`src/design/mt_pkg.sv`:
```
`timescale 1ns / 1ps
// -----------------------------------------------------------------------------
// MT19937 shared definitions
// Constants, the memory write request type and the tempering function used
// by the generator's state store, seed fill unit and draw pipeline.
// -----------------------------------------------------------------------------
package mt_pkg;

	localparam int WORD_W = 32;
	localparam int STATE_WORDS = 624;
	localparam int TWIST_OFFSET = 397;
	localparam int ADDR_W = $clog2(STATE_WORDS);

	// Position constants for the on-the-fly twist.
	localparam logic [ADDR_W-1:0] POS_LAST = ADDR_W'(STATE_WORDS - 1);
	localparam logic [ADDR_W-1:0] FAR_FWD = ADDR_W'(TWIST_OFFSET);
	localparam logic [ADDR_W-1:0] FAR_BACK = ADDR_W'(STATE_WORDS - TWIST_OFFSET);

	localparam logic [WORD_W-1:0] MATRIX_A = 32'h9908_b0df;
	localparam logic [WORD_W-1:0] TEMPER_B = 32'h9d2c_5680;
	localparam logic [WORD_W-1:0] TEMPER_C = 32'hefc6_0000;
	localparam logic [WORD_W-1:0] SEED_MULT = 32'd1812433253;
	localparam logic [WORD_W-1:0] DEFAULT_SEED = 32'd5489;

	// Item codes on the mode field.
	localparam logic MODE_RESEED = 1'b0;
	localparam logic MODE_DRAW = 1'b1;

	// One write into the state store.
	typedef struct packed {
		logic en;
		logic [ADDR_W-1:0] addr;
		logic [WORD_W-1:0] data;
	} wr_req_t;

	// Output tempering of one state word.
	function automatic logic [WORD_W-1:0] temper(input logic [WORD_W-1:0] w);
		logic [WORD_W-1:0] s;
		s = w;
		s = s ^ (s >> 11);
		s = s ^ ((s << 7) & TEMPER_B);
		s = s ^ ((s << 15) & TEMPER_C);
		s = s ^ (s >> 18);
		return s;
	endfunction

endpackage

```
`src/design/mt_seed_fill.sv`:
```
`timescale 1ns / 1ps
// -----------------------------------------------------------------------------
// MT19937 seed fill unit
// Walks the state store one word per cycle, writing the linear recurrence
// seeded from the start word. Runs once after reset with the default seed.
// -----------------------------------------------------------------------------
module mt_seed_fill (
	input  logic                      clk,
	input  logic                      arst_n,
	input  logic                      start,
	input  logic [mt_pkg::WORD_W-1:0] start_word,
	output logic                      busy,
	output mt_pkg::wr_req_t           wr
);
	import mt_pkg::*;

	logic              busy_q;
	logic [ADDR_W-1:0] k_q;
	logic [WORD_W-1:0] word_q;
	logic [WORD_W-1:0] mix;
	logic [WORD_W-1:0] prod;
	logic [WORD_W-1:0] next_word;

	// Next word: multiplier times the folded previous word plus its index.
	assign mix = word_q ^ (word_q >> 30);
	assign prod = SEED_MULT * mix;
	assign next_word = prod + WORD_W'(k_q) + WORD_W'(1);

	// Sequencer over the store.
	always_ff @(posedge clk or negedge arst_n) begin
		if (!arst_n) begin
			busy_q <= 1'b1;
			k_q <= '0;
			word_q <= DEFAULT_SEED;
		end else if (start) begin
			busy_q <= 1'b1;
			k_q <= '0;
			word_q <= start_word;
		end else if (busy_q) begin
			word_q <= next_word;
			k_q <= k_q + ADDR_W'(1);
			if (k_q == POS_LAST) begin
				busy_q <= 1'b0;
			end
		end
	end

	assign busy = busy_q;
	assign wr.en = busy_q;
	assign wr.addr = k_q;
	assign wr.data = word_q;

endmodule

```
`config.mk`:
```
export PLATFORM = sky130hd
export DESIGN_NAME = mt_seed_fill
export DESIGN_NICKNAME = d
export VERILOG_FILES = /design/src/design/mt_pkg.sv /design/src/design/mt_seed_fill.sv
export SDC_FILE = /design/constraint.sdc
export NUM_CORES = 1
export LEC_CHECK = 0
export BUFFER_PORTS_ARGS = -buffer_cell sky130_fd_sc_hd__buf_2
export CELL_PAD_IN_SITES_DETAIL_PLACEMENT = 1
export CELL_PAD_IN_SITES_GLOBAL_PLACEMENT = 2
export CORE_MARGIN = 1.5
export CORE_UTILIZATION = 35
export CTS_CLUSTER_SIZE = 40
export DETAILED_ROUTE_END_ITERATION = 8
export HOLD_SLACK_MARGIN = 0.12
export PLACE_DENSITY = 0.84
export SYNTH_ARGS = -nofsm -noshare
export SYNTH_HDL_FRONTEND = slang
export SYNTH_SLANG_ARGS = --single-unit
```
`constraint.sdc`:
```
create_clock -name clk -period 10.1 [get_ports clk]
set_clock_uncertainty 0.15 [all_clocks]
set_input_delay 0.505 -clock clk [delete_from_list [all_inputs] [get_ports clk]]
set_output_delay 0.505 -clock clk [all_outputs]
set_load 0.02 [all_outputs]
```
## Word level (Yosys, flattened, before mapping)

Cells that the tools add are included.

- Equality and inequality tests: 1
- Bitwise gates (word level): 1
- Multipliers: 1
- Divide/modulo/power cells: 0
- Reduce and logical (&&, ||, !) cells: 1
- Shift operators: 0
- $lt $le $gt $ge: 0
- Multiplexer cells: 7
- Add/sub/neg operators: 3

Operators with widths:

| cell | count |
|---|---|
| $mux W32 | 2 |
| $add A32 B1 Y32 const B | 1 |
| $add A32 B10 Y32 | 1 |
| $mul A31 B32 Y32 const A | 1 |
| $xor A32 B2 Y32 | 1 |
| $mux W10 | 2 |
| $add A10 B1 Y10 const B | 1 |
| $eq A10 B10 Y1 const B | 1 |
| $mux W1 | 3 |
| $reduce_bool A2 Y1 | 1 |

- Memories kept: 0
- Register bits: 43
- Word-level logic and storage cells: 17
- Bits of input ports: 35
- Bits in latches: 0
- Bits in writable memories: 0
- Memory bits (read-only): 0

## Longest topological paths before layout

- Depth in word-level cells: 6
- Gate-level depth with buffers: 26

## Least setup slack after synthesis

OpenSTA, ideal clock, no wires.

- Kind: flip-flop to flip-flop
- From: register word_q[0]
- To: register word_q[31]
- Stages on the path, launching flop included: 26
- Library setup time: 0.124 ns
- Path slack: 3.389 ns
- Required time: 9.826 ns
- Arrival time: 6.437 ns
- Buffers on the path: 0
- Cell sequence: dfstp_2 xor2_1 xnor2_1 ha_1 or2_2 ha_1 inv_1 fa_1 inv_1 ha_1 fa_1 fa_1 fa_1 inv_1 fa_1 inv_1 ha_1 a21oi_1 o21ai_1 a2111oi_4 o21bai_1 a31oi_2 o21ai_2 a31oi_1 xnor2_1 o21ai_1

- Cells in the longest elaborated chain, start to end: 6

Ends and longest elaborated chain:

| what | line | RTL |
|---|---|---|
| start: declaration | mt_seed_fill.sv:19 | `logic [WORD_W-1:0] word_q;` |
| start signal: assignment | mt_seed_fill.sv:38 | `word_q <= start_word;` |
| start signal: assignment | mt_seed_fill.sv:40 | `word_q <= next_word;` |
| $xor A32 B2 Y32 | mt_seed_fill.sv:25 | `assign mix = word_q ^ (word_q >> 30);` |
| $mul A31 B32 Y32 | mt_seed_fill.sv:26 | `assign prod = SEED_MULT * mix;` |
| $add A32 B10 Y32 | mt_seed_fill.sv:27 | `assign next_word = prod + WORD_W'(k_q) + WORD_W'(1);` |
| $add A32 B1 Y32 | mt_seed_fill.sv:27 |  |
| $mux W32 | mt_seed_fill.sv:39 | `end else if (busy_q) begin` |
| $mux W32 | mt_seed_fill.sv:35 | `end else if (start) begin` |

No other way between the ends. The select of a mux whose other input is x is not followed.
A chain may end at the register's enable or synchronous reset.

## Final worst setup path

- From: register word_q[31]
- To: register word_q[31]

Same word-level chain as after synthesis.

==> summary.txt <==
Status
  • Status: complete, no violations

Clocking
  • TritonCTS clock tree: built
  • Clock latency on the worst-skew pair: ~0.30 ns
  • Post-CTS setup buffers: 0
  • Longest Clk Path Bufs: 2
  • Post-CTS sizing: 0
  • Clk pin slew, worst setup/hold paths: 0.08 ns
  • Hold_buf cts: 0
  • Htree depth: 2
  • Clk sinks: 43
  • CTS Root Buffer Type: clkbuf_16
  • CTS Buf Count: 5

Yosys
  • Synth Register Bits: 43
  • Syn nets: 1468
  • Avg Inst Size Synth: between 9 and 10 um2
  • Post-synth cell types: 52
  • Cell area after synthesis: between 0.01 and 0.015 mm2
  • Synth top area share: 29.8%
  • Synth area leader: fa_1
  • Sequential area share after synthesis: 10.5%
  • Largest cells by area after synthesis: fa_1, ha_1, inv_1, dfrtp_1, xnor2_1
  • Cell count after synthesis: 1041
  • Synth Warn #: 0

Worst setup path
  • Slowest-stage cell, CP: fa_1
  • Buf/Inv on CP: 6
  • Crit start category: flip-flop
  • Arr. time, crit path: 7.08 ns
  • Delay-heaviest family, CP: adder cells
  • Crit path required time: around 10 ns
  • CP Capture Type: flip-flop
  • Worst Path Max Fanout: 8
  • Worst Path Class, Setup: flip-flop to flip-flop
  • Max incr delay on CP: 0.52 ns

STA
  • Worst slew pin tran: 1.05 ns
  • Setup TNS: 0 ns
  • Rel. slew slack: 30.2%
  • Final slew viol count: 0
  • FMAX: 0.142 GHz
  • Unrepaired setup endpoints after global routing: no
  • Final number of setup-violating endpoints: 0
  • Final hold violation count: 0
  • Crit path time final: approximately 7.0 ns
  • Post-route clock period utilization: between 60% and 70%

GRT
  • Antenna violations before repair: 0
  • First-pass GRT wire length: 48200 um
  • GRT overflow: 0
  • Total GRT Usage: 20.6%
  • Vias in the first global route: 8533
  • Largest net degree at the start of global routing: 76

Drt
  • Avg WL per Cell: between 15 and 20 um
  • Post-route ant nets: 0
  • Routed WL: approximately 30000 um
  • # DRC: 0
  • Vias per inst: 4.91
  • Drt pass-1 iters: 4
  • DRT iter0 DRCs: 274
  • Vias: 7404

Floorplan
  • Die W: 175 um
  • Core area: 0.0289 mm2
  • I/O pin count: between 70 and 80
  • DIE AREA: ~0.031 mm2
  • Chip Height: between 150 and 200 um
  • Initial Utilization: 35.8%
  • Row count: 62

Min path
  • Hold Crit Class: primary input to asynchronous set/reset pin

Layout
  • Most frequent cells in the layout: inv_1, ha_1, fa_1
  • Nets@finish: roughly 1500
  • Area grow syn2layout: 10.1%
  • Most common cell after layout, fill and taps aside: inv_1
  • Antenna Cells: 0
  • Layout cell share with drive strength beyond 1: between 10% and 20%

Placement
  • Port buffer count: 78
  • Dpl hpwl: around 25000 um
  • RePlAce Congestion: about 0.86

Flow run
  • Max-Cap Viols: 0
==> routing by layer <==
metal / global-route usage (%) / vias to the layer above / routed length, um
li1: - / 3473 / -
met1: 28.5 / 3761 / 13600
met2: 35.3 / 142 / 14300
met3: 1.87 / 28 / 1320
met4: 3.88 / 0 / 564
met5: 0 / - / 0
==> kinds of logic after synthesis <==
kind of cell	after synthesis	share of synthesized area, %
multiplexers	19	1.84
AND/OR/NAND/NOR	103	4.63
AO/OA/AOI/OAI	127	8.07
flip-flops	43	10.5
adder cells (fa/ha/maj)	392	58.7
XOR/XNOR	67	5.68
buffers and inverters	290	10.6
==> worst paths after layout <==
check / from / end / slack, ns / cells past startpoint
max reg2reg: word_q[31] / word_q[31] / 3.05 / 27
min in group clk: start_word[7] / word_q[7] / 0.26 / 3
max in group asynchronous: arst_n / word_q[31] / 8.91 / 1
min reg2reg: word_q[1] / word_q[1] / 0.46 / 2
max: word_q[31] / word_q[31] / 3.05 / 27
min: arst_n / word_q[7] / 0.24 / 1
==> layout make-up <==
| class | count | area (um2) |
|---|---|---|
| fillers | 3377 | 17500 |
| clock buffers | 5 | 125 |
| inverters | 275 | 1030 |
| clock inverters | 3 | 23.8 |
| repair buffers | 89 | 473 |
| flip-flops and latches | 43 | 1090 |
| well taps | 384 | 480 |
| multi-input cells | 708 | 8150 |
==> sequential cells by signal, summed over array words and instances, names as in the netlist <==
name and flops:
busy 1, k_q 10, word_q 32
==> cells in the mapped netlist, drive strengths merged <==
library cell,instances
a2111o,1
a2111oi,4
a211oi,7
a21boi,1
a21o,7
a21oi,32
a221o,1
a22oi,2
a2bb2oi,1
a311oi,1
a31o,1
a31oi,5
and2,1
and3,4
buf,6
clkbuf,9
dfrtp,35
dfstp,8
fa,154
ha,238
inv,275
mux2i,19
nand2,41
nand2b,2
nand3,5
nand3b,1
nand4,10
nor2,25
nor2b,6
nor3,1
nor3b,2
nor4,1
o211ai,1
o21a,6
o21ai,49
o21bai,6
o221ai,1
o31a,1
or2,1
or3,3
xnor2,50
xor2,17
==> through the flow <==
step	hold WS (ns)	util (%)	cell area, um2	std cells	setup slack [ns]
3_5_place_dp	0.454	38.9	11200	1499	3.07
2_1_floorplan	0.0594	-	10300	1041	3.39
6_report	0.241	39.4	11400	1507	3.05
4_1_cts	0.256	39.4	11400	1507	3.04
3_3_place_gp	0.439	38.9	11200	1499	3.23
5_1_grt	0.260	39.4	11400	1507	2.63
==> worst register-to-register path: stages (launching register included) <==
cell and delay, ns:
dfrtp_1 0.43, xor2_1 0.16, buf_4 0.23, inv_1 0.15
xnor2_1 0.16, ha_1 0.18, or2_2 0.30, ha_1 0.28
inv_1 0.05, fa_1 0.49, inv_1 0.05, ha_1 0.18
fa_1 0.47, fa_1 0.52, fa_1 0.52, inv_1 0.06
fa_1 0.48, inv_1 0.05, ha_1 0.33, a21oi_1 0.14
o21ai_1 0.15, a2111oi_4 0.37, o21bai_1 0.13, a31oi_2 0.27
o21ai_2 0.12, a31oi_1 0.27, xnor2_1 0.16, o21ai_1 0.08
Power is left out: the tool's default activity adds up to more than one toggle a clock period on the data nets, which glitch-free logic cannot reach.
