[config.mk]
export PLATFORM = sky130hd
export DESIGN_NAME = mt_draw_pipe
export DESIGN_NICKNAME = d
export VERILOG_FILES = /design/src/design/mt_pkg.sv /design/src/design/mt_draw_pipe.sv
export SDC_FILE = /design/constraint.sdc
export NUM_CORES = 1
export LEC_CHECK = 0
export ABC_CLOCK_PERIOD_IN_PS = 2100
export BUFFER_PORTS_ARGS = -buffer_cell sky130_fd_sc_hd__buf_2
export CORE_MARGIN = 3
export CORE_UTILIZATION = 46
export CTS_BUF_LIST = sky130_fd_sc_hd__clkbuf_2
export DETAILED_ROUTE_END_ITERATION = 16
export MAX_ROUTING_LAYER = met4
export PLACE_DENSITY_LB_ADDON = 0.25
export SLEW_MARGIN = 20
export SYNTH_ARGS = -nofsm -noshare
export SYNTH_HDL_FRONTEND = slang
export SYNTH_SLANG_ARGS = --single-unit
[constraint.sdc]
create_clock -name clk -period 2.1 [get_ports clk]
set_input_delay 0.21 -clock clk [delete_from_list [all_inputs] [get_ports clk]]
set_output_delay 0.21 -clock clk [all_outputs]
set_load 0.01 [all_outputs]
[src/design/mt_pkg.sv]
`timescale 1ns / 1ps
// -----------------------------------------------------------------------------
// MT19937 shared definitions
// Constants, the memory write request type and the tempering function used
// by the generator's state store, seed fill unit and draw pipeline.
// -----------------------------------------------------------------------------
package mt_pkg;

	localparam int WORD_W = 32;
	localparam int STATE_WORDS = 624;
	localparam int TWIST_OFFSET = 397;
	localparam int ADDR_W = $clog2(STATE_WORDS);

	// Position constants for the on-the-fly twist.
	localparam logic [ADDR_W-1:0] POS_LAST = ADDR_W'(STATE_WORDS - 1);
	localparam logic [ADDR_W-1:0] FAR_FWD = ADDR_W'(TWIST_OFFSET);
	localparam logic [ADDR_W-1:0] FAR_BACK = ADDR_W'(STATE_WORDS - TWIST_OFFSET);

	localparam logic [WORD_W-1:0] MATRIX_A = 32'h9908_b0df;
	localparam logic [WORD_W-1:0] TEMPER_B = 32'h9d2c_5680;
	localparam logic [WORD_W-1:0] TEMPER_C = 32'hefc6_0000;
	localparam logic [WORD_W-1:0] SEED_MULT = 32'd1812433253;
	localparam logic [WORD_W-1:0] DEFAULT_SEED = 32'd5489;

	// Item codes on the mode field.
	localparam logic MODE_RESEED = 1'b0;
	localparam logic MODE_DRAW = 1'b1;

	// One write into the state store.
	typedef struct packed {
		logic en;
		logic [ADDR_W-1:0] addr;
		logic [WORD_W-1:0] data;
	} wr_req_t;

	// Output tempering of one state word.
	function automatic logic [WORD_W-1:0] temper(input logic [WORD_W-1:0] w);
		logic [WORD_W-1:0] s;
		s = w;
		s = s ^ (s >> 11);
		s = s ^ ((s << 7) & TEMPER_B);
		s = s ^ ((s << 15) & TEMPER_C);
		s = s ^ (s >> 18);
		return s;
	endfunction

endpackage

[src/design/mt_draw_pipe.sv]
`timescale 1ns / 1ps
// -----------------------------------------------------------------------------
// MT19937 draw pipeline
// Regenerates one state word per draw on the fly: reads the next and the far
// word, twists, writes back and tempers into the output register.
// -----------------------------------------------------------------------------
module mt_draw_pipe (
	input  logic                      clk,
	input  logic                      arst_n,
	input  logic                      draw_go,
	input  logic                      restart,
	input  logic [mt_pkg::WORD_W-1:0] restart_word,
	input  logic [mt_pkg::WORD_W-1:0] rd_data_a,
	input  logic [mt_pkg::WORD_W-1:0] rd_data_b,
	input  logic                      out_stall,
	output logic                      rd_en,
	output logic [mt_pkg::ADDR_W-1:0] rd_addr_a,
	output logic [mt_pkg::ADDR_W-1:0] rd_addr_b,
	output mt_pkg::wr_req_t           wr,
	output logic                      blocked,
	output logic                      out_valid,
	output logic [mt_pkg::WORD_W-1:0] random_word
);
	import mt_pkg::*;

	logic [ADDR_W-1:0] pos_q;
	logic [WORD_W-1:0] cur_q;
	logic              valid_s1;
	logic [ADDR_W-1:0] addr_s1;
	logic              out_valid_q;
	logic [WORD_W-1:0] out_word_q;
	logic              s1_adv;
	logic [WORD_W-1:0] mixed;
	logic [WORD_W-1:0] twisted;

	// Read addresses for the word after the position and the far word.
	assign rd_en = draw_go;
	assign rd_addr_a = (pos_q == POS_LAST) ? '0 : pos_q + ADDR_W'(1);
	assign rd_addr_b = (pos_q >= FAR_BACK) ? pos_q - FAR_BACK : pos_q + FAR_FWD;

	// The second stage moves on unless the output beat is held.
	assign s1_adv = valid_s1 && !(out_valid_q && out_stall);
	assign blocked = valid_s1 && !s1_adv;

	// Twist of one word. The current word is carried from the previous draw.
	assign mixed = {cur_q[WORD_W-1], rd_data_a[WORD_W-2:0]};
	assign twisted = rd_data_b ^ (mixed >> 1) ^ (rd_data_a[0] ? MATRIX_A : '0);

	assign wr.en = s1_adv;
	assign wr.addr = addr_s1;
	assign wr.data = twisted;

	// Position and carried current word.
	always_ff @(posedge clk or negedge arst_n) begin
		if (!arst_n) begin
			pos_q <= '0;
			cur_q <= DEFAULT_SEED;
		end else if (restart) begin
			pos_q <= '0;
			cur_q <= restart_word;
		end else begin
			if (draw_go) begin
				pos_q <= rd_addr_a;
			end
			if (s1_adv) begin
				cur_q <= rd_data_a;
			end
		end
	end

	// Stage valid and output register control.
	always_ff @(posedge clk or negedge arst_n) begin
		if (!arst_n) begin
			valid_s1 <= 1'b0;
			out_valid_q <= 1'b0;
		end else begin
			if (draw_go) begin
				valid_s1 <= 1'b1;
			end else if (s1_adv) begin
				valid_s1 <= 1'b0;
			end
			if (s1_adv) begin
				out_valid_q <= 1'b1;
			end else if (out_valid_q && !out_stall) begin
				out_valid_q <= 1'b0;
			end
		end
	end

	// Payload registers.
	always_ff @(posedge clk) begin
		if (draw_go) begin
			addr_s1 <= pos_q;
		end
		if (s1_adv) begin
			out_word_q <= temper(twisted);
		end
	end

	assign out_valid = out_valid_q;
	assign random_word = out_word_q;

	// A draw issued to memory reaches the twist stage next cycle.
	a_draw_enters: assert property (@(posedge clk) disable iff (!arst_n)
		draw_go |=> valid_s1)
		else $error("draw did not reach twist stage");

	// A held twist stage keeps its write address.
	a_hold_stable: assert property (@(posedge clk) disable iff (!arst_n)
		blocked |=> valid_s1 && $stable(addr_s1))
		else $error("held twist stage lost its word");

	// A twisted word always shows up as an output beat.
	a_result_out: assert property (@(posedge clk) disable iff (!arst_n)
		s1_adv |=> out_valid)
		else $error("twisted word did not reach output");

endmodule

# Yosys cells after proc, flatten, opt, wreduce, memory -nomap -nowiden
# Index checks and enable logic that the tools add are counted.
# totals
reg_bits	86
output_inout_bits	98
elab_cells	39
# classes
n_addsub	3
order_cmp	1
n_eq_ne	1
n_mux	11
bitwise	6
reduce_logical	11
# ops
operator	n
$mux W32	3
$xor A32 B32 Y32	3
$mux W10	4
$xor A32 B14 Y32	1
$xor A32 B21 Y32	1
$xor A32 B31 Y32	1
$add A10 B1 Y10 const B	1
$add A10 B9 Y10 const B	1
$eq A10 B10 Y1 const B	1
$ge A10 B8 Y1 const B	1
$sub A10 B8 Y10 const B	1
$reduce_bool A2 Y1	4
$logic_and A1 B1 Y1	4
$mux W1	4
$logic_not A1 Y1	3

# Logic depth before layout (Yosys ltp)
# Gate-level depths: netlist of run 1.
# depth
depth_word	6
depth_mapped	8
ltp_nobuf	6

# Worst setup path before layout of run 1
# Ideal clock, no wire load.
# synth_path
kind	reg-to-output
start	register pos_q[0]
end	output port rd_addr_b[8] in the netlist's numbering
arrival_ns	1.732
required_ns	1.890
setup_slack_ns	0.158
stages_incl_launch_ff	7
path_cell_list	dfrtp_1 > ha_1 > or3_1 > clkbuf_1 > a22oi_1 > o22ai_1 > o21ai_0
# synth_between
elab_chain_cells	2
# synth_rtl
item	line	text
start: declaration	mt_draw_pipe.sv:26	logic [ADDR_W-1:0] pos_q;
start signal: assignment	mt_draw_pipe.sv:63	pos_q <= rd_addr_a;
$add A10 B9 Y10, or another cell as far along	mt_draw_pipe.sv:39	assign rd_addr_b = (pos_q >= FAR_BACK) ? pos_q - FAR_BACK : pos_q + FAR_FWD;
$mux W10 (*)	mt_draw_pipe.sv:39	
end: declaration	mt_draw_pipe.sv:18	output logic [mt_pkg::ADDR_W-1:0] rd_addr_b,
# Mark *: on every way between the ends. The rest lies on a longest branch, timed or not.

# Worst setup path in the final report of run 1
# layout_path
start	register pos_q[0]
end	output port rd_addr_b[7] in the netlist's numbering
# The elaborated chain is that of the path after synthesis.

==> metrics list, run 1 <==
* Synthesized cell area: 3440 um2
- Kind of capture point of the worst setup path: output pin
- TritonCTS built the clock tree.
* Setup slack on the worst flop-to-flop path: 0.03 ns
- For this run, the top clock speed supported by timing is 0.416 GHz.
- Overall die area: about 8600 um2
- Routability-driven placement congestion ratio: 0.890
- The detailed router finished its first iteration with approximately 160 violations.
- The worst-case IR drop observed on VDD is 0.356 mV.
* Number of placement rows: 30
- Endpoint of the most critical register-to-register path: pos_q[7]$_DFFE_PN0P_
* Final Critical Period: roughly 2.4 ns
* Final std cells w/o fill: 603
- The final reports fail on negative setup slack.
- The floorplan step set the die width to 92.5 um.
* Period utilization: 114%
- Status: finished, violations left
- Sorting the synthesized cells by how often they occur yields sky130_fd_sc_hd__xnor2_1, sky130_fd_sc_hd__edfxtp_1, sky130_fd_sc_hd__xor2_1, sky130_fd_sc_hd__inv_1, sky130_fd_sc_hd__nor2_1.
- Number of iterations in the first detailed-routing pass: 4
- The first global-routing pass estimated 13500 um of wire.
* I/O Pins: 199
* Met2 layer usage reported by global route: approximately a third
* Root Driver: sky130_fd_sc_hd__clkbuf_2
* Worst Hold Class: in2reg
- Grt peak-use layer: met2
- Vias per std cell: 4.96
- Count of placed standard cells including taps: 579
* Nets: between 600 and 700
* PD cells: approximately 700 nW/um2
* Max-cap check violation count: 0
- Leakage: ~0.0022 uW
* Grt total ovfl: 0
- Clock-pin slew on the worst setup and hold paths: 0.30 ns
- Antenna violations before repair: 0
- Final hold vios: 0
- Global-route total usage across every layer: 20.6%
- Measured against its own limit, the worst slew margin works out to 68.9%.
- Number of nets still failing antenna checks after routing: 0
- Via total after detailed routing: 2993
- Startpoint Class: flip-flop
* Clock latency on the worst-skew pair: 0.45 ns
* Core Box Area: ~7000 um2
* Initial Util: 49.0%
- Top cells by area in the synthesized netlist: sky130_fd_sc_hd__edfxtp_1, sky130_fd_sc_hd__xnor2_1, sky130_fd_sc_hd__xor2_1, sky130_fd_sc_hd__dfrtp_1, sky130_fd_sc_hd__o21ai_0
- Share of flip-flops with an asynchronous set or reset: 23.6%
- The final layout contains routed wiring with a total length of just over 9000 um.
- Yosys warning total: 0
* Most instantiated flip-flop cell in the synthesis netlist: sky130_fd_sc_hd__edfxtp_1
* Met3 track demand over resource in global routing: roughly 3.1%
- The number of global-route vias before repair came to between 2000 and 3000.
- Final count of pins violating max slew: 0
- Library cell occupying the most area in the post-synthesis netlist: sky130_fd_sc_hd__edfxtp_1
- Portion of synthesized cell area occupied by the leading cell type: 36.7%
* Mean instance size in the synthesized netlist: ~11 um2
- Crit-path max FO: 4
- Count of cell types in the netlist: 42
- From synthesis to final layout, the design area changed by 40.4%.
- Number of setup violations in the final report: 12
- Min setup slack post-route: -0.301 ns
- Count of antenna diodes in the layout: 0
- Entering global routing, the biggest net connects 35 pins.
* Worst clock skew: 0.0346 ns
- The most critical setup path has its endpoint at rd_addr_b[7].
- Counting flops with a built-in enable in the synthesized netlist gives 42.
* Fraction of layout instances using a drive strength above 1: about half
- The critical path is of the reg2out type.
- The die is 92.5 um tall.
* Total number of clock tree sinks: 55
- Worst endpoint required time: 1.89 ns
* Synthesized Nets: 415
- Met1 track demand over resource: about a quarter
* Number of CTS-inserted buffers: 5
- Unrepaired setup endpoints after global routing: yes
- The startpoint identified for the worst register-to-register timing path is pos_q[1]$_DFFE_PN0P_.
- Hold Worst Slack: 0.0401 ns
- Pin slew with the least headroom to its limit: 0.463 ns
* Total of flip-flops plus latches after synthesis: 55
- In this run the number of H-tree levels came out at 2.
* Most used standard cell by instance count after synthesis: sky130_fd_sc_hd__xnor2_1
- The longest clock path from root to sink contains 2 buffers.
- OpenSTA, run right after detailed placement, puts the worst setup slack at 0.112 ns.
- Synthesized instance count: approximately 310
- Tracing the worst setup path back leads to its startpoint at pos_q[0]$_DFFE_PN0P_.
- After detailed routing, the number of remaining DRC violations is 0.
- Fill count: between 500 and 600
* Wire length per cell after detailed routing: 15.0 um
- Data arrival time of the critical path: 2.19 ns
- Final HPWL DP: around 6700 um
* Seq/Total Area, Yosys: between 40% and 50%
- Worst reg2reg path depth: 10
- Count of port buffers added during placement: 167
==> per-stage QoR <==
step           utilization [%]  TNS, ns  area (um2)  power (uW)
3_5_place_dp              63.9        0        4480        2960
5_1_grt                   68.8    -3.82        4830        3580
6_report                  68.8    -1.88        4830        3390
3_3_place_gp              63.9        0        4480        2930
4_1_cts                   67.0    -1.87        4710        3410
2_1_floorplan                -        0        3440        2460
==> placed cells by master (no fill, tap or decap), types with 10 or more instances in the layout <==
| master | synthesis | final |
|---|---|---|
| sky130_fd_sc_hd__buf_2 | 4 | 166 |
| sky130_fd_sc_hd__xor2_1 | 39 | 39 |
| sky130_fd_sc_hd__nand2_1 | 11 | 10 |
| sky130_fd_sc_hd__o21ai_0 | 16 | 11 |
| sky130_fd_sc_hd__buf_4 | 3 | 31 |
| sky130_fd_sc_hd__nor2_1 | 17 | 16 |
| sky130_fd_sc_hd__xnor2_1 | 72 | 70 |
| sky130_fd_sc_hd__edfxtp_1 | 42 | 42 |
| sky130_fd_sc_hd__inv_1 | 17 | 17 |
==> cell families after synthesis <==
group                      Yosys count  synth area share, %
AOI/OAI and AO/OA                   44                 7.64
xor gates and xnor gates           118                 32.2
adders and majority gates            1                0.364
buffers and inverters               37                 4.73
DFF                                 55                 46.1
muxes                                4                 1.24
and+or+nand+nor                     54                 7.71
==> report_power, final <==
group          switching [uW]  internal (uW)  leakage (uW)
combinational             742            684       0.00160
sequential               51.9           1480      0.000575
clock                     346           86.9     0.0000292
total                    1140           2250       0.00221
==> registers in the layout, summed over array words and instances (netlist names) <==
register	cells
valid_s1	1
pos_q	10
out_valid	1
random_word	32
cur_q	1
addr_s1	10
==> routing by layer <==
metal | up-vias | wire (um)
li1 | 1430 | -
met5 | - | 0
met4 | 0 | 156
met3 | 14 | 588
met1 | 1409 | 3710
met2 | 140 | 4610
==> repair_timing <==
| item | CTS | global route |
|---|---|---|
| hold buffers | 3 | 0 |
| endpoints found under the setup margin | 15 | 15 |
| gates resized for setup | 24 | 20 |
| endpoints found under the hold margin | 15 | 0 |
| buffers inserted | 8 | 6 |
| pin swaps | 8 | 8 |
==> cell type report <==
type	instances	area, um2	share of cell area (%)
multi-input cells	221	1840	38.0
flip-flops and latches	55	1590	32.9
repair buffers	206	1170	24.2
well taps	96	120	2.49
inverters	17	63.8	1.32
clock buffers	5	25.0	0.518
clock inverters	3	25.0	0.518
==> worst max-delay path, cell delays in order, from the launching register on <==
cell and delay (ns):
sky130_fd_sc_hd__dfrtp_1 0.50, sky130_fd_sc_hd__buf_6 0.15, sky130_fd_sc_hd__a211o_4 0.34, sky130_fd_sc_hd__a21o_1 0.17
sky130_fd_sc_hd__a22oi_2 0.11, sky130_fd_sc_hd__nor2_1 0.06, sky130_fd_sc_hd__a311oi_1 0.22, sky130_fd_sc_hd__buf_2 0.17
==> worst min path at each step <==
stage | cells past startpoint | end | slack (ns) | from
detailed placement | 1 | pos_q[2]$_DFFE_PN0P_ | 0.12 | arst_n
CTS | 2 | pos_q[9]$_DFFE_PN0P_ | 0.006 | restart
global route | 2 | pos_q[7]$_DFFE_PN0P_ | 0.002 | restart
finish | 2 | pos_q[9]$_DFFE_PN0P_ | 0.04 | restart
floorplan | 0 | cur_q[31]$_DFFE_PN0P_ | -0.09 | arst_n
global placement | 1 | pos_q[1]$_DFFE_PN0P_ | 0.12 | arst_n
No activity file was read; power rests on OpenSTA's default activity.
==> run 2, diff against run 1 <==
--- a/config.mk
+++ b/config.mk
@@ -9,7 +9,7 @@
 export BUFFER_PORTS_ARGS = -buffer_cell sky130_fd_sc_hd__buf_2
 export CORE_MARGIN = 3
 export CORE_UTILIZATION = 46
-export CTS_BUF_LIST = sky130_fd_sc_hd__clkbuf_2
+export CTS_BUF_LIST = sky130_fd_sc_hd__clkbuf_8
 export DETAILED_ROUTE_END_ITERATION = 16
 export MAX_ROUTING_LAYER = met4
 export PLACE_DENSITY_LB_ADDON = 0.25
==> run 2 against run 1 <==
The flow still finishes with violations (negative setup slack). Power increased by 4.5%. Non-clock buffer count decreased by 7. Combinational power about the same. Clock skew decreased by 0.019 ns. Die area unchanged. Sequential cell count unchanged. Via count decreased by 2.8%. Utilization decreased by 1.3 points. Global-route usage decreased by 0.89 points. Final area decreased by 1.9%. Final cell count decreased by 1.2%. Hold slack improved by 0.083 ns. Critical path type unchanged. Critical endpoint unchanged.
==> metrics list, run 2 (synthesis results as in run 1) <==
- I/O Pins: 199
- Switching power as a share of total power: around 32%
- Initial Util: 49.0%
- Fill count: 573
- Clock network fraction of total power: 17.0%
* Die height: 92.5 um
- Min setup slack post-route: -0.0570 ns
- The library cell used most frequently in the layout, excluding fill and tap cells, is sky130_fd_sc_hd__buf_2.
- The area growth from synthesis to layout is 37.8%.
- Endpoint of the most critical register-to-register path: pos_q[7]$_DFFE_PN0P_
- CTS placed an instance of sky130_fd_sc_hd__clkbuf_8 at the clock tree root.
- After detailed routing, the number of vias per cell comes to 4.88.
- The count of endpoints failing hold in the final timing report came to 0.
- The post-route netlist has a little under half of its cells at a drive strength greater than 1.
* Internal Pwr Total: 2390 uW
- Dividing total power by cell area gives a power density of 747 nW/um2.
- Across the VDD grid, the largest voltage drop is 0.391 mV.
* Antenna violations before repair: 0
- The die covers between 8000 and 9000 um2.
- Worst reg2reg path depth: 7
- Setup repair after global routing could not meet its margin everywhere.
* Crit-path max FO: 4
* Setup slack on the worst flop-to-flop path: roughly 0.2 ns
- Flip-flop count of the largest register after layout: 32
* Final count of pins violating max slew: 0
- No sink is reached through more buffers than the 2 on the longest clock path.
- Nets: 601
* Number of placement rows: 30
- Via count of the first global-routing pass: about 2700
* Capturing element of the worst setup path: rd_addr_b[7]
* Number of setup violations in the final report: 4
- Buffers placed on the I/O ports in this run total 167.
- Cells fill 67.5% of the core in the end.
- The routed design has 8600 um of wire.
- The congestion estimate from routability-driven global placement came to a little under 0.9.
- Counting every sink on the clock net gives 55.
- Headroom to the max-slew limit: 68.8%
- Max-cap check violation count: 0
- Wire length per cell after detailed routing: approximately 14 um
- Detailed placement ended at an HPWL of 6730 um.
- Class of the most critical setup path: reg2out
- Across all layers, the routed design uses 2910 vias.
* Largest net degree at the start of global routing: 35
- The checks that failed: negative setup slack.
- Combinational logic burns 39.8% of the power.
- Critical Path Start: pos_q[1]$_DFFE_PN0P_
- For the worst setup path, the data required time is 1.89 ns.
* Count of antenna diodes in the layout: 0
* Number of CTS-inserted buffers: 5
- Clock-pin slew on the worst setup and hold paths: between 0.1 and 0.15 ns
- Global-route wire length before repair: 13000 um
- Number of cells on the worst hold path: 3
- In this run the critical register-to-register path is launched from pos_q[0]$_DFFE_PN0P_.
- Initial drt markers: 110
* Die Span X: 92.5 um
- Across every metal layer, demand over resource in global routing totals 19.7%.
* Number of iterations in the first detailed-routing pass: 4
* Startpoint Class: flip-flop
* Clock latency on the worst-skew pair: 0.31 ns
* Grt total ovfl: 0
* Final Critical Period: approximately 2.2 ns
- The total area inside the core boundary comes to approximately 7000 um2.
- Sequential cells burn 43.2% of the power.
* Number of nets still failing antenna checks after routing: 0
- DR DRC count: 0
- For the pin with the worst max-slew slack, the measured transition is 0.465 ns.
- Data arrives at the worst endpoint at 1.95 ns.
- In this run the power spent charging and discharging nets is between 1000 and 1500 uW.
- Peak Freq: 0.464 GHz
- CTS built an H-tree with a depth of 2.
* Clock tree from TritonCTS: built
- Across all hold checks on the routed design, the worst slack comes to 0.123 ns.
- The library cells used most frequently in the layout, excluding fill and tap cells, are sky130_fd_sc_hd__buf_2, sky130_fd_sc_hd__xnor2_1, sky130_fd_sc_hd__edfxtp_1.
- Worst Hold Class: in2reg
- Kind of capture point of the worst setup path: output pin
* Status: finished, violations left
- For this design the static power due to leakage is roughly 0.0022 uW.
* Worst clock skew: 0.0153 ns
- In the finished design, the share of the clock period the worst path needs comes to 103%.
## run 2: per-stage QoR
stage / setup slack (ns) / setup TNS, ns / cell area (um2) / total power (uW) / cells
2_1_floorplan: 0.158 / 0 / 3440 / 2460 / 313
3_3_place_gp: 0.125 / 0 / 4480 / 2930 / 579
3_5_place_dp: 0.112 / 0 / 4480 / 2960 / 579
4_1_cts: -0.0545 / -0.146 / 4650 / 3570 / 591
5_1_grt: -0.156 / -0.765 / 4740 / 3730 / 596
6_report: -0.0570 / -0.154 / 4740 / 3540 / 596
## run 2: worst min path at each step
stage,start,end,slack [ns]
floorplan,arst_n,cur_q[31]$_DFFE_PN0P_,-0.09
global placement,arst_n,pos_q[1]$_DFFE_PN0P_,0.12
detailed placement,arst_n,pos_q[2]$_DFFE_PN0P_,0.12
CTS,out_stall,out_valid$_DFFE_PN0P_,0.12
global route,restart_word[31],cur_q[31]$_DFFE_PN0P_,0.12
finish,out_stall,out_valid$_DFFE_PN0P_,0.12
## run 2: cell type report
| type | count | area [um2] | share of cell area [%] |
|---|---|---|---|
| Multi-Input combinational cell | 221 | 1760 | 37.1 |
| Sequential cell | 55 | 1590 | 33.6 |
| Timing Repair Buffer | 199 | 1110 | 23.5 |
| Tap cell | 96 | 120 | 2.53 |
| Clock buffer | 5 | 68.8 | 1.45 |
| Inverter | 17 | 63.8 | 1.35 |
| Clock inverter | 3 | 25.0 | 0.528 |
## run 2: layer usage
layer | wire, um | vias up | track usage, %
li1 | - | 1420 | -
met1 | 3750 | 1369 | 25.3
met2 | 4250 | 111 | 32.3
met3 | 470 | 10 | 3.66
met4 | 134 | 0 | 5.20
met5 | 0 | - | -
## run 2: power by group through the flow
| stage | sequential, uW | combinational [uW] | clock [uW] |
|---|---|---|---|
| finish | 1530 | 1410 | 601 |
| CTS | 1530 | 1430 | 610 |
| floorplan | 1660 | 796 | 0 |
| global route | 1550 | 1520 | 657 |
| detailed placement | 1550 | 1410 | 0 |
| global placement | 1540 | 1380 | 0 |
## run 2: critical path, cell delays in order (launching register included)
cell                       delay [ns]
sky130_fd_sc_hd__dfrtp_1         0.41
sky130_fd_sc_hd__buf_6           0.13
sky130_fd_sc_hd__a211o_4         0.35
sky130_fd_sc_hd__a21o_1          0.16
sky130_fd_sc_hd__a22oi_1         0.16
sky130_fd_sc_hd__nor2_1          0.07
sky130_fd_sc_hd__a311oi_1        0.19
sky130_fd_sc_hd__buf_2           0.17
## run 2: what timing repair did
item                                    CTS  global route
buffers inserted                          3             5
pin swaps                                 6             0
hold endpoints to repair                 13             0
resized for setup                        13            14
hold buffers                              1             0
endpoints found under the setup margin   13            11
==> run 3, diff against run 2 <==
--- a/config.mk
+++ b/config.mk
@@ -7,6 +7,7 @@
 export LEC_CHECK = 0
 export ABC_CLOCK_PERIOD_IN_PS = 2100
 export BUFFER_PORTS_ARGS = -buffer_cell sky130_fd_sc_hd__buf_2
+export CORE_ASPECT_RATIO = 0.9
 export CORE_MARGIN = 3
 export CORE_UTILIZATION = 46
 export CTS_BUF_LIST = sky130_fd_sc_hd__clkbuf_8
==> constraint.sdc (replaced) <==
create_clock -name clk -period 2.1 [get_ports clk]
set_input_delay 0.21 -clock clk [delete_from_list [all_inputs] [get_ports clk]]
set_output_delay 0.21 -clock clk [all_outputs]
set_load 0.005 [all_outputs]
==> run 3 against run 2 <==
The run still ends with negative setup slack left. First-iteration DRC count down 7.3%. Clock skew up 0.0051 ns. Sequential power about the same. Clock power down 2%. Power down 3.5%. Routed wire length up 0.26%. Final cell count down 0.84%. Utilization down 1.7 points. Fmax up 0.77%. Worst setup slack better by 0.017 ns. Critical endpoint is now rd_addr_b[5].
==> metrics list, run 3 (synthesis results as in run 1) <==
* Status: finished, violations left
- Failing checks: negative setup slack
- The number of cells on the worst reg-to-reg path is 6.
- Highest-count cells in the layout ignoring fill and taps: sky130_fd_sc_hd__buf_2, sky130_fd_sc_hd__xnor2_1, sky130_fd_sc_hd__edfxtp_1
- Of the cells placed in the final design, the portion with a size suffix greater than 1 is between 40% and 50%.
- Via count of the first global-routing pass: 2809
- Root Driver: sky130_fd_sc_hd__clkbuf_8
- The die is 97.2 um wide.
- Counting I/O delays and the setup requirement, the final critical path takes 2.14 ns.
- Grt total ovfl: 0
- Worst endpoint required time: 1.89 ns
- The floorplan step defined a core boundary enclosing 7150 um2.
- Pin placement for this block handled 199 I/O pins.
- Summed over all cells, the static leakage comes to 0.00214 uW.
- Combined buffer and inverter count along the critical path: 1
- Peak Freq: 0.467 GHz
- Number of setup violations in the final report: 4
- Count of port buffers added during placement: 167
- Die height: 88.1 um
- Clock tree from TritonCTS: built
* Clock-pin slew on the worst setup and hold paths: between 0.1 and 0.15 ns
- For this run, the slowest stage of the critical path takes 0.45 ns.
* Placed Area: 4490 um2
- DR DRC count: 0
- Cells along the critical path: ha_4 -> or3_4 -> a211oi_2 -> nor2_1 -> xor2_1 -> buf_2
- The number of max-slew violations in the final report came to 0.
- The layout has 582 filler cells.
- Routability-driven placement congestion ratio: between 0.8 and 0.9
* Number of placement rows: 29
- STA classifies the critical path endpoint as an output pin.
- Maximum count of clock buffers along a single path: 2
* Vias per std cell: 5.00
* Startpoint Class: flip-flop
- In this run the worst setup path begins at pos_q[0]$_DFFE_PN0P_.
* Worst Hold Class: in2reg
* Clock latency on the worst-skew pair: 0.31 ns
- Among all stages on the critical path, the largest delay is contributed by sky130_fd_sc_hd__dfrtp_1.
* Class of the most critical setup path: reg2out
- The endpoint identified for the worst register-to-register timing path is pos_q[9]$_DFFE_PN0P_.
- The number of antenna violations at the first check in global routing is 0.
- Crit-path max FO: 7
- In this run, CTS created clock tree buffers numbering 5.
- Launch point of the worst reg-to-reg path: pos_q[0]$_DFFE_PN0P_
* Period utilization: 102%
- Met3 track demand over resource in global routing: 3.82%
- Met2 layer usage reported by global route: 33.5%
- Largest net degree at the start of global routing: 35
- Setup slack on the worst flop-to-flop path: 0.29 ns
- In the final routed layout, each cell accounts on average for around 15 um.
- Flip-flop count of the largest register after layout: 32
* Global-route total usage across every layer: 20.4%
* Nets: between 500 and 600
- Total number of clock tree sinks: 55
- FF+latch area: 1590 um2
- For the final database, setup skew stands at 0.0204 ns.
- Largest voltage drop on the vdd net: 0.377 mV
- With fillers left out, the area of the finished cells amounts to 4710 um2.
- 0 antenna diodes ended up in the layout.
- Once routing completed, OpenROAD measured the worst setup slack at -0.0405 ns.
- Area of the multi-input gates: 1760 um2
- Capturing element of the worst setup path: rd_addr_b[5]
- Setup total negative slack on the finished layout was measured at -0.0677 ns.
* Family with the most delay on the worst path: simple AND/OR/NAND/NOR gates
- The die covers 8560 um2.
- Grt peak-use layer: met2
- The clock tree synthesis step divided the H-tree into 2 levels.
- Global-route wire length before repair: 13700 um
* Max-cap check violation count: 0
- Leaving out fill and tap cells, the most frequent cell in the layout is sky130_fd_sc_hd__buf_2.
* Final core utilization: ~66%
- Via total after detailed routing: 2955
- The routed design has roughly 8600 um of wire.
- The first routing iteration left around 100 violations.
- Final hold vios: 0
* Pre-CTS WS: 0.127 ns
* Met1 track demand over resource: 26.2%
- Data arrival time of the critical path: slightly below 2 ns
- Setup repair after global routing could not meet its margin everywhere.
- Headroom to the max-slew limit: 69.3%
- The first detailed-routing pass took 4 iterations.
- At the pin with the least slew margin, the transition time is roughly 0.46 ns.
* Final HPWL DP: 6890 um
- Number of logic stages on the critical path including buffering: 6
* Layout area overhead: 36.8%
* Initial Util: approximately 48%
- Dividing total power by cell area gives a power density of 726 nW/um2.
* Number of nets still failing antenna checks after routing: 0
## run 3: timing repair
action,CTS,global route
setup buffers,1,4
setup endpoints to repair,9,12
cloned,0,0
pin swaps,4,4
hold buffers,1,0
endpoints found under the hold margin,13,0
gates resized for setup,15,15
## run 3: worst min-delay path by stage
stage	from	end	slack, ns	depth (start not counted)
6_report	out_stall	out_valid$_DFFE_PN0P_	0.12	3
5_1_grt	out_stall	out_valid$_DFFE_PN0P_	0.14	3
4_1_cts	out_stall	out_valid$_DFFE_PN0P_	0.12	3
3_5_place_dp	arst_n	pos_q[1]$_DFFE_PN0P_	0.12	1
3_3_place_gp	arst_n	pos_q[2]$_DFFE_PN0P_	0.12	1
2_1_floorplan	arst_n	cur_q[31]$_DFFE_PN0P_	-0.09	0
## run 3: per-layer routing
| metal | up-vias | wire (um) |
|---|---|---|
| li1 | 1413 | - |
| met1 | 1389 | 3680 |
| met2 | 138 | 4160 |
| met3 | 15 | 670 |
| met4 | 0 | 121 |
| met5 | - | 0 |
## run 3: area by class of cell
| class | instances | share of cell area, % |
|---|---|---|
| Sequential cell | 55 | 33.8 |
| Inverter | 17 | 1.36 |
| Clock inverter | 3 | 0.425 |
| Clock buffer | 5 | 1.46 |
| Timing Repair Buffer | 197 | 23.0 |
| Tap cell | 93 | 2.47 |
| Multi-Input combinational cell | 221 | 37.4 |
## run 3: worst min-delay path, stage by stage
cell and delay [ns]:
sky130_fd_sc_hd__buf_2 0.08, sky130_fd_sc_hd__nand2_1 0.05, sky130_fd_sc_hd__nand2b_1 0.06
## run 3: report_power, final
| group | internal [uW] | switching [uW] |
|---|---|---|
| sequential | 1480 | 55.2 |
| clock | 233 | 355 |
| combinational | 669 | 624 |
## run 3: per-stage QoR
stage / cells / hold WS [ns] / power [uW]
finish: 591 / 0.124 / 3420
CTS: 587 / 0.121 / 3450
detailed placement: 577 / 0.122 / 2860
global placement: 577 / 0.121 / 2820
floorplan: 313 / -0.0856 / 2340
global route: 591 / 0.138 / 3640
